==> config.mk <==
export PLATFORM = sky130hd
export DESIGN_NAME = url_percent_decoder_unit
export DESIGN_NICKNAME = d
export VERILOG_FILES = /design/src/upd_pkg.sv /design/src/upd_front.sv /design/src/upd_queue.sv /design/src/upd_back.sv /design/src/url_percent_decoder_unit.sv
export SDC_FILE = /design/constraint.sdc
export NUM_CORES = 1
export LEC_CHECK = 0
export BUFFER_PORTS_ARGS = -buffer_cell sky130_fd_sc_hd__buf_2
export CAP_MARGIN = 20
export CORE_ASPECT_RATIO = 0.7
export CORE_UTILIZATION = 58
export CTS_BUF_LIST = sky130_fd_sc_hd__clkbuf_8
export DETAILED_ROUTE_END_ITERATION = 10
export HOLD_SLACK_MARGIN = 0.15
export PLACE_DENSITY = 0.77
export SLEW_MARGIN = 15
export SYNTH_ARGS = -nofsm -noshare
export SYNTH_HDL_FRONTEND = slang
export SYNTH_HIERARCHICAL = 1
export SYNTH_SLANG_ARGS = --single-unit
==> constraint.sdc <==
create_clock -name clk -period 6.5 [get_ports clk]
set_input_delay 0.65 -clock clk [delete_from_list [all_inputs] [get_ports clk]]
set_output_delay 0.65 -clock clk [all_outputs]
set_load 0.05 [all_outputs]
==> src/upd_pkg.sv <==
// shared types, constants and hex helpers for the percent decoder
package upd_pkg;

    localparam logic [7:0] PCT_CHAR = 8'h25;
    localparam int unsigned MAX_RESULTS = 3;

    // decoded work for one input character, handed from front to back
    typedef struct packed {
        logic [MAX_RESULTS-1:0][7:0] bytes;
        logic [1:0]                  count;
        logic                        last;
    } upd_cmd_t;

    // queue status seen by front and back
    typedef struct packed {
        logic full;
        logic empty;
    } upd_qstat_t;

    function automatic logic is_hex(input logic [7:0] c);
        logic r;
        r = ((c >= 8'h30) && (c <= 8'h39)) ||
            ((c >= 8'h61) && (c <= 8'h66)) ||
            ((c >= 8'h41) && (c <= 8'h46));
        return r;
    endfunction

    // nibble value of a character already known to be a hex digit
    function automatic logic [3:0] hex_nib(input logic [7:0] c);
        logic [3:0] r;
        if (c <= 8'h39)
        begin
            r = c[3:0];
        end
        else
        begin
            r = c[3:0] + 4'd9;
        end
        return r;
    endfunction

endpackage

==> src/upd_front.sv <==
// front: escape tracking and classification of each input character
module upd_front (
    input  logic             clk,
    input  logic             rst_n,
    input  logic             accept,
    input  logic [7:0]       in_byte,
    input  logic             in_last,
    output upd_pkg::upd_cmd_t cmd,
    output logic             push
);

    typedef enum logic [1:0] {
        PH_IDLE = 2'd0,
        PH_PCT  = 2'd1,
        PH_HEX  = 2'd2
    } phase_t;

    phase_t     phase_reg;
    phase_t     phase_next;
    logic [7:0] held_reg;
    logic [7:0] held_next;
    logic [1:0] n;
    logic       do_idle;
    logic [7:0] dec_val;

    assign dec_val = {upd_pkg::hex_nib(held_reg), upd_pkg::hex_nib(in_byte)};

    always_comb
    begin
        cmd        = '0;
        n          = 2'd0;
        do_idle    = 1'b0;
        phase_next = PH_IDLE;
        held_next  = held_reg;
        unique case (phase_reg)
            PH_PCT:
            begin
                if (upd_pkg::is_hex(in_byte))
                begin
                    held_next  = in_byte;
                    phase_next = PH_HEX;
                end
                else
                begin
                    cmd.bytes[n] = upd_pkg::PCT_CHAR;
                    n            = n + 2'd1;
                    do_idle      = 1'b1;
                end
            end
            PH_HEX:
            begin
                if (upd_pkg::is_hex(in_byte) && (dec_val != 8'h00))
                begin
                    cmd.bytes[n] = dec_val;
                    n            = n + 2'd1;
                end
                else
                begin
                    // broken escape or %00: literal characters, then reprocess
                    cmd.bytes[n] = upd_pkg::PCT_CHAR;
                    n            = n + 2'd1;
                    cmd.bytes[n] = held_reg;
                    n            = n + 2'd1;
                    do_idle      = 1'b1;
                end
            end
            default:
            begin
                do_idle = 1'b1;
            end
        endcase
        if (do_idle)
        begin
            if (in_byte == upd_pkg::PCT_CHAR)
            begin
                phase_next = PH_PCT;
            end
            else
            begin
                cmd.bytes[n] = in_byte;
                n            = n + 2'd1;
            end
        end
        if (in_last)
        begin
            // flush anything pending at end of string
            if (phase_next == PH_PCT)
            begin
                cmd.bytes[n] = upd_pkg::PCT_CHAR;
                n            = n + 2'd1;
            end
            else if (phase_next == PH_HEX)
            begin
                cmd.bytes[n] = upd_pkg::PCT_CHAR;
                n            = n + 2'd1;
                cmd.bytes[n] = held_next;
                n            = n + 2'd1;
            end
            phase_next = PH_IDLE;
        end
        cmd.count = n;
        cmd.last  = in_last;
    end

    assign push = accept && (n != 2'd0);

    always_ff @(posedge clk or negedge rst_n)
    begin
        if (!rst_n)
        begin
            phase_reg <= PH_IDLE;
        end
        else if (accept)
        begin
            phase_reg <= phase_next;
        end
    end

    always_ff @(posedge clk)
    begin
        if (accept)
        begin
            held_reg <= held_next;
        end
    end

endmodule

==> src/upd_queue.sv <==
// queue of decoded commands between front and back
module upd_queue #(
    parameter int unsigned DEPTH = 4
) (
    input  logic               clk,
    input  logic               rst_n,
    input  logic               push,
    input  upd_pkg::upd_cmd_t  push_cmd,
    input  logic               pop,
    output upd_pkg::upd_cmd_t  head,
    output upd_pkg::upd_qstat_t stat
);

    localparam int unsigned PW = (DEPTH > 1) ? $clog2(DEPTH) : 1;
    localparam int unsigned CW = $clog2(DEPTH + 1);
    localparam logic [PW-1:0] LAST_PTR = PW'(DEPTH - 1);
    localparam logic [CW-1:0] FULL_CNT = CW'(DEPTH);

    upd_pkg::upd_cmd_t mem [DEPTH];
    logic [PW-1:0] wr_ptr_reg;
    logic [PW-1:0] rd_ptr_reg;
    logic [CW-1:0] count_reg;
    logic          do_push;
    logic          do_pop;

    // full in the upper bit, empty in the lower
    assign stat       = {(count_reg == FULL_CNT), (count_reg == '0)};
    assign do_push    = push && !stat.full;
    assign do_pop     = pop && !stat.empty;
    assign head       = mem[rd_ptr_reg];

    always_ff @(posedge clk)
    begin
        if (do_push)
        begin
            mem[wr_ptr_reg] <= push_cmd;
        end
    end

    always_ff @(posedge clk or negedge rst_n)
    begin
        if (!rst_n)
        begin
            wr_ptr_reg <= '0;
            rd_ptr_reg <= '0;
            count_reg  <= '0;
        end
        else
        begin
            if (do_push)
            begin
                wr_ptr_reg <= (wr_ptr_reg == LAST_PTR) ? '0 : wr_ptr_reg + 1'b1;
            end
            if (do_pop)
            begin
                rd_ptr_reg <= (rd_ptr_reg == LAST_PTR) ? '0 : rd_ptr_reg + 1'b1;
            end
            if (do_push && !do_pop)
            begin
                count_reg <= count_reg + 1'b1;
            end
            else if (do_pop && !do_push)
            begin
                count_reg <= count_reg - 1'b1;
            end
        end
    end

endmodule

==> src/upd_back.sv <==
// back: serialises each queued command into result characters
module upd_back (
    input  logic                clk,
    input  logic                rst_n,
    input  upd_pkg::upd_cmd_t   head,
    input  upd_pkg::upd_qstat_t stat,
    input  logic                out_stall,
    output logic                out_valid,
    output logic [7:0]          out_byte,
    output logic                run_last,
    output logic                string_last,
    output logic                pop
);

    logic [1:0] idx_reg;
    logic       xfer;

    assign out_valid   = !stat.empty;
    assign out_byte    = head.bytes[idx_reg];
    assign run_last    = (idx_reg == (head.count - 2'd1));
    assign string_last = run_last && head.last;
    assign xfer        = out_valid && !out_stall;
    assign pop         = xfer && run_last;

    always_ff @(posedge clk or negedge rst_n)
    begin
        if (!rst_n)
        begin
            idx_reg <= 2'd0;
        end
        else if (pop)
        begin
            idx_reg <= 2'd0;
        end
        else if (xfer)
        begin
            idx_reg <= idx_reg + 2'd1;
        end
    end

endmodule

==> src/url_percent_decoder_unit.sv <==
// with the queue empty, an input's first result is offered in the cycle after it is taken
// throughput: one input per cycle while the queue has room; the back end emits one result
// per cycle while out_stall is low, so an input with k results holds it for k transfers
// the command queue (QUEUE_DEPTH entries) absorbs bursts; input stalls only when it is full
// reset: escape tracking returns to idle and the queue empties; the held digit is not cleared
module url_percent_decoder_unit #(
    parameter int unsigned QUEUE_DEPTH = 4
) (
    input  logic       clk,
    input  logic       rst_n,
    input  logic       in_valid,
    output logic       in_stall,
    input  logic [7:0] in_byte,
    input  logic       in_last,
    output logic       out_valid,
    input  logic       out_stall,
    output logic [7:0] out_byte,
    output logic       run_last,
    output logic       string_last
);

    upd_pkg::upd_cmd_t   cmd;
    upd_pkg::upd_cmd_t   head;
    upd_pkg::upd_qstat_t qstat;
    logic                in_xfer;
    logic                push;
    logic                pop;

    // input is held off only while the command queue has no free entry
    assign in_stall = qstat.full;
    assign in_xfer  = in_valid && !in_stall;

    // front: tracks '%' and the first hex digit, builds up to three result characters
    upd_front u_front (
        .clk     (clk),
        .rst_n   (rst_n),
        .accept  (in_xfer),
        .in_byte (in_byte),
        .in_last (in_last),
        .cmd     (cmd),
        .push    (push)
    );

    // inputs that yield nothing (a held '%' or digit) never enter the queue
    upd_queue #(
        .DEPTH (QUEUE_DEPTH)
    ) u_queue (
        .clk      (clk),
        .rst_n    (rst_n),
        .push     (push),
        .push_cmd (cmd),
        .pop      (pop),
        .head     (head),
        .stat     (qstat)
    );

    // back: walks the head command one character per transfer
    upd_back u_back (
        .clk         (clk),
        .rst_n       (rst_n),
        .head        (head),
        .stat        (qstat),
        .out_stall   (out_stall),
        .out_valid   (out_valid),
        .out_byte    (out_byte),
        .run_last    (run_last),
        .string_last (string_last),
        .pop         (pop)
    );

    // a queued command always carries at least one character
    a_head_nonempty: assert property (@(posedge clk) disable iff (!rst_n)
        !qstat.empty |-> (head.count != 2'd0))
        else $error("queued command with no characters");

    // the front never pushes into a full queue
    a_no_overflow: assert property (@(posedge clk) disable iff (!rst_n)
        qstat.full |-> !push)
        else $error("push into full queue");

    // end of string only on the final result of an input
    a_string_last: assert property (@(posedge clk) disable iff (!rst_n)
        (out_valid && string_last) |-> run_last)
        else $error("string_last without run_last");

    // an input ending the string always leaves something queued behind it
    a_last_yields: assert property (@(posedge clk) disable iff (!rst_n)
        (in_xfer && in_last) |=> !qstat.empty)
        else $error("end of string produced no result");

endmodule

==> impl_metrics.csv <==
group,metric,value,unit
outcome,status,"complete, no violations",
placed_design,placed_cells,623,
clock_tree,clockBufferDepth,2,
power,ir_drop,0.227,mV
synthesis,yosysSeqAreaShare,0.581,
power,p_leak,2.56,nW
finish,drive_gt1_frac,0.211,
finish,postLayoutCoreUtil,0.673,
global_routing,grt_usage,0.278,
power,power.internal,0.00190,W
power,power_frac_comb,0.359,
worst_setup_path,max_stage_delay,0.53,ns
detailed_routing,postRouteAntennaNets,0,
synthesis,synthArstFlopShare,0.0866,
timing,rsz0062_at_grt,"no",
placed_design,place_congestion,0.979,
finish,mostFrequentLayoutCell,"edfxtp_1",
timing,drv_slew,0,
synthesis,synth_edf_count,116,
power,pwr-share-seq,0.398,
timing,fin_crit_sh,0.807,
clock_tree,cts_made_buffers,17,
worst_setup_path,cp_cell_sequence,"inv_1 -> ha_1 -> o21ba_2 -> o21a_1 -> mux2i_1 -> and4_4 -> a211o_1 -> and2_4 -> ha_1 -> nor2_1 -> nor3_1 -> o211ai_1 -> a2bb2oi_1 -> o21a_1 -> nor2b_4 -> ha_1 -> inv_1 -> fa_1 -> xor2_1 -> nor2_1 -> xor2_1",
finish,instances_no_fill,656,
finish,antennaDiodeCount,0,
finish,area_growth,10.1,%
floorplanning,ios,25,
clock_tree,clock_latency,0.43,ns
synthesis,synth_seq_cells,127,
placed_design,portBuffers,24,
worst_setup_path,startpoint_type,"flip-flop",
clock_tree,clock-root-buffer,"clkbuf_8",
detailed_routing,firstDrtPassIters,5,
timing,tns,0,ns
worst_setup_path,cp-startpoint,"u_front/held_reg[0]",
run,cap_violations,0,
power,totalPowerFinal,0.00301,W
global_routing,grt_max_degree,31,
detailed_routing,vias,4326,
timing,skew,0.0123,ns
synthesis,synth_cell_types,68,
global_routing,grt_pass1_vias,4206,
power,switching_power,0.00110,W
worst_setup_path,path_class,"reg2reg",
finish,final-seq-area,3760,um2
clock_tree,tritoncts,"built",
power,p_per_area,422,nW/um2
detailed_routing,viasPerCell,6.59,
synthesis,ys_warn_count,6,
timing,holdWs,0.550,ns
finish,largest_reg_flops,108,
clock_tree,cts-resized-gates,0,
worst_setup_path,cp_top_family,"compound AO/OA/AOI/OAI gates",
min_path,hp-start,"in_last",
clock_tree,hold_buffers,1,
finish,fillCellCount,780,
clock_tree,htreeDepth,4,
global_routing,grt_pass1_wl,23300,um
clock_tree,post-cts-setup-buffer-count,0,
worst_setup_path,crit_fanout,14,
floorplanning,core-area,10600,um2
timing,slew_headroom,0.378,
worst_setup_path,worst_setup_path_end_kind,"flip-flop",
worst_setup_path,worst_path_most_repeated_cell,"ha_1",
detailed_routing,routedWlPerCell,23.1,um
clock_tree,cts.clk_slew.worst_paths,0.08,ns
worst_setup_path,cp.buffers_inverters,2,
power,p_sw_frac,0.367,
timing,max_clock_freq,191,MHz
worst_setup_path,cp.arrival,5.60,ns
clock_tree,clock_sinks,127,
detailed_routing,drtIter0Drc,431,
synthesis,avgSynthCellArea,13.7,um2
floorplanning,die_y,90.4,um
floorplanning,rows,31,
timing,worst_pin_slew,0.931,ns
floorplanning,die-area,11600,um2
global_routing,grt-ovfl-total,0,
timing,setup_violations,0,
floorplanning,start_util,0.611,
finish,final_cell_mix,"edfxtp_1, nand2_1, inv_1, mux4_2, buf_2",
floorplanning,die_w,128,um
synthesis,synth_area,6470,um2
finish,nNetsFinal,526,
min_path,hp-class,"in2reg",
power,clkPwrFrac,0.244,
worst_setup_path,critPathRequiredTime,6.85,ns
global_routing,antenna_found_initial,0,
timing,hold_viol,0,
synthesis,synth_ff_type,"edfxtp_1",
detailed_routing,drc,0,
placed_design,dp_hpwl,10000,um
timing,period_minus_slack,5.25,ns
worst_setup_path,reg2reg_from,"u_front/held_reg[0]",
worst_setup_path,cpMaxStageDelayCell,"edfxtp_1",
finish,multi_input_area,2470,um2
synthesis,postSynthCellCount,471,
detailed_routing,wirelength,15100,um
synthesis,synth_nets,502,
## final timing paths
path	end	slack (ns)	depth (start not counted)
worst max-delay path	u_queue/count_reg[2]	1.25	21
min in group asynchronous	u_queue/wr_ptr_reg[0]	0.65	2
max in group asynchronous	u_queue/rd_ptr_reg[0]	5.60	2
worst min-delay path	u_queue/mem[3][0]	0.55	1
worst max register to register	u_queue/count_reg[2]	1.25	21
worst min register to register	u_queue/count_reg[2]	0.57	1
## cell type report
type | instances | share of cell area
flip-flops and latches | 127 | 0.528
multi-input cells | 291 | 0.347
clock buffers | 17 | 0.0328
clock inverters | 15 | 0.0269
well taps | 148 | 0.0260
repair buffers | 32 | 0.0256
inverters | 26 | 0.0137
## routing by layer
metal / share of wire / track usage / up-vias
li1: - / - / 1898
met4: 0.015 / 0.0931 / 0
met5: 0 / 0 / -
met1: 0.45 / 0.418 / 2152
met3: 0.10 / 0.0729 / 21
met2: 0.44 / 0.392 / 255
## power by group through the flow
stage	clock network, W	logic [W]	registers [W]
global route	0.000781	0.00115	0.00121
floorplan	0	0.000872	0.00116
finish	0.000733	0.00108	0.00120
CTS	0.000743	0.00108	0.00120
global placement	0	0.00106	0.00120
detailed placement	0	0.00108	0.00121
## logic make-up (layout without fill, tap and decap cells)
kind of cell / Yosys count / in the layout / synth area share
DFF: 127 / 127 / 0.581
and+or+nand+nor: 112 / 112 / 0.0951
buffers and inverters: 53 / 90 / 0.0373
adders and majority gates: 18 / 18 / 0.0360
AOI/OAI and AO/OA: 110 / 110 / 0.119
muxes: 44 / 44 / 0.122
xor gates and xnor gates: 7 / 7 / 0.00948
## synthesized netlist by cell type, drive strengths merged, types with 5 or more instances
cell | instances | share of area
o21ai | 27 | 0.021
nor2 | 14 | 0.0081
xnor2 | 5 | 0.0068
nand2b | 6 | 0.0058
nand3 | 20 | 0.016
o21a | 9 | 0.010
a21o | 6 | 0.0072
o221ai | 5 | 0.0068
inv | 26 | 0.015
nor2b | 7 | 0.0091
a21oi | 15 | 0.012
and2 | 10 | 0.010
mux2 | 5 | 0.0099
dfrtp | 11 | 0.043
nand2 | 28 | 0.016
ha | 17 | 0.033
o211ai | 8 | 0.0093
buf | 18 | 0.017
mux2i | 12 | 0.019
edfxtp | 116 | 0.54
clkbuf | 9 | 0.0052
nor3 | 5 | 0.0039
nand4 | 6 | 0.0058
mux4 | 27 | 0.094
## metrics by stage
stage | worst slack [ns] | cell area, um2
final | 1.25 | 7120
after global routing | 0.915 | 7120
after CTS | 1.33 | 7120
after detailed placement | 1.03 | 6690
after global placement | 1.21 | 6690
after floorplan | 1.31 | 6470
Power figures use the tool's default switching activity.
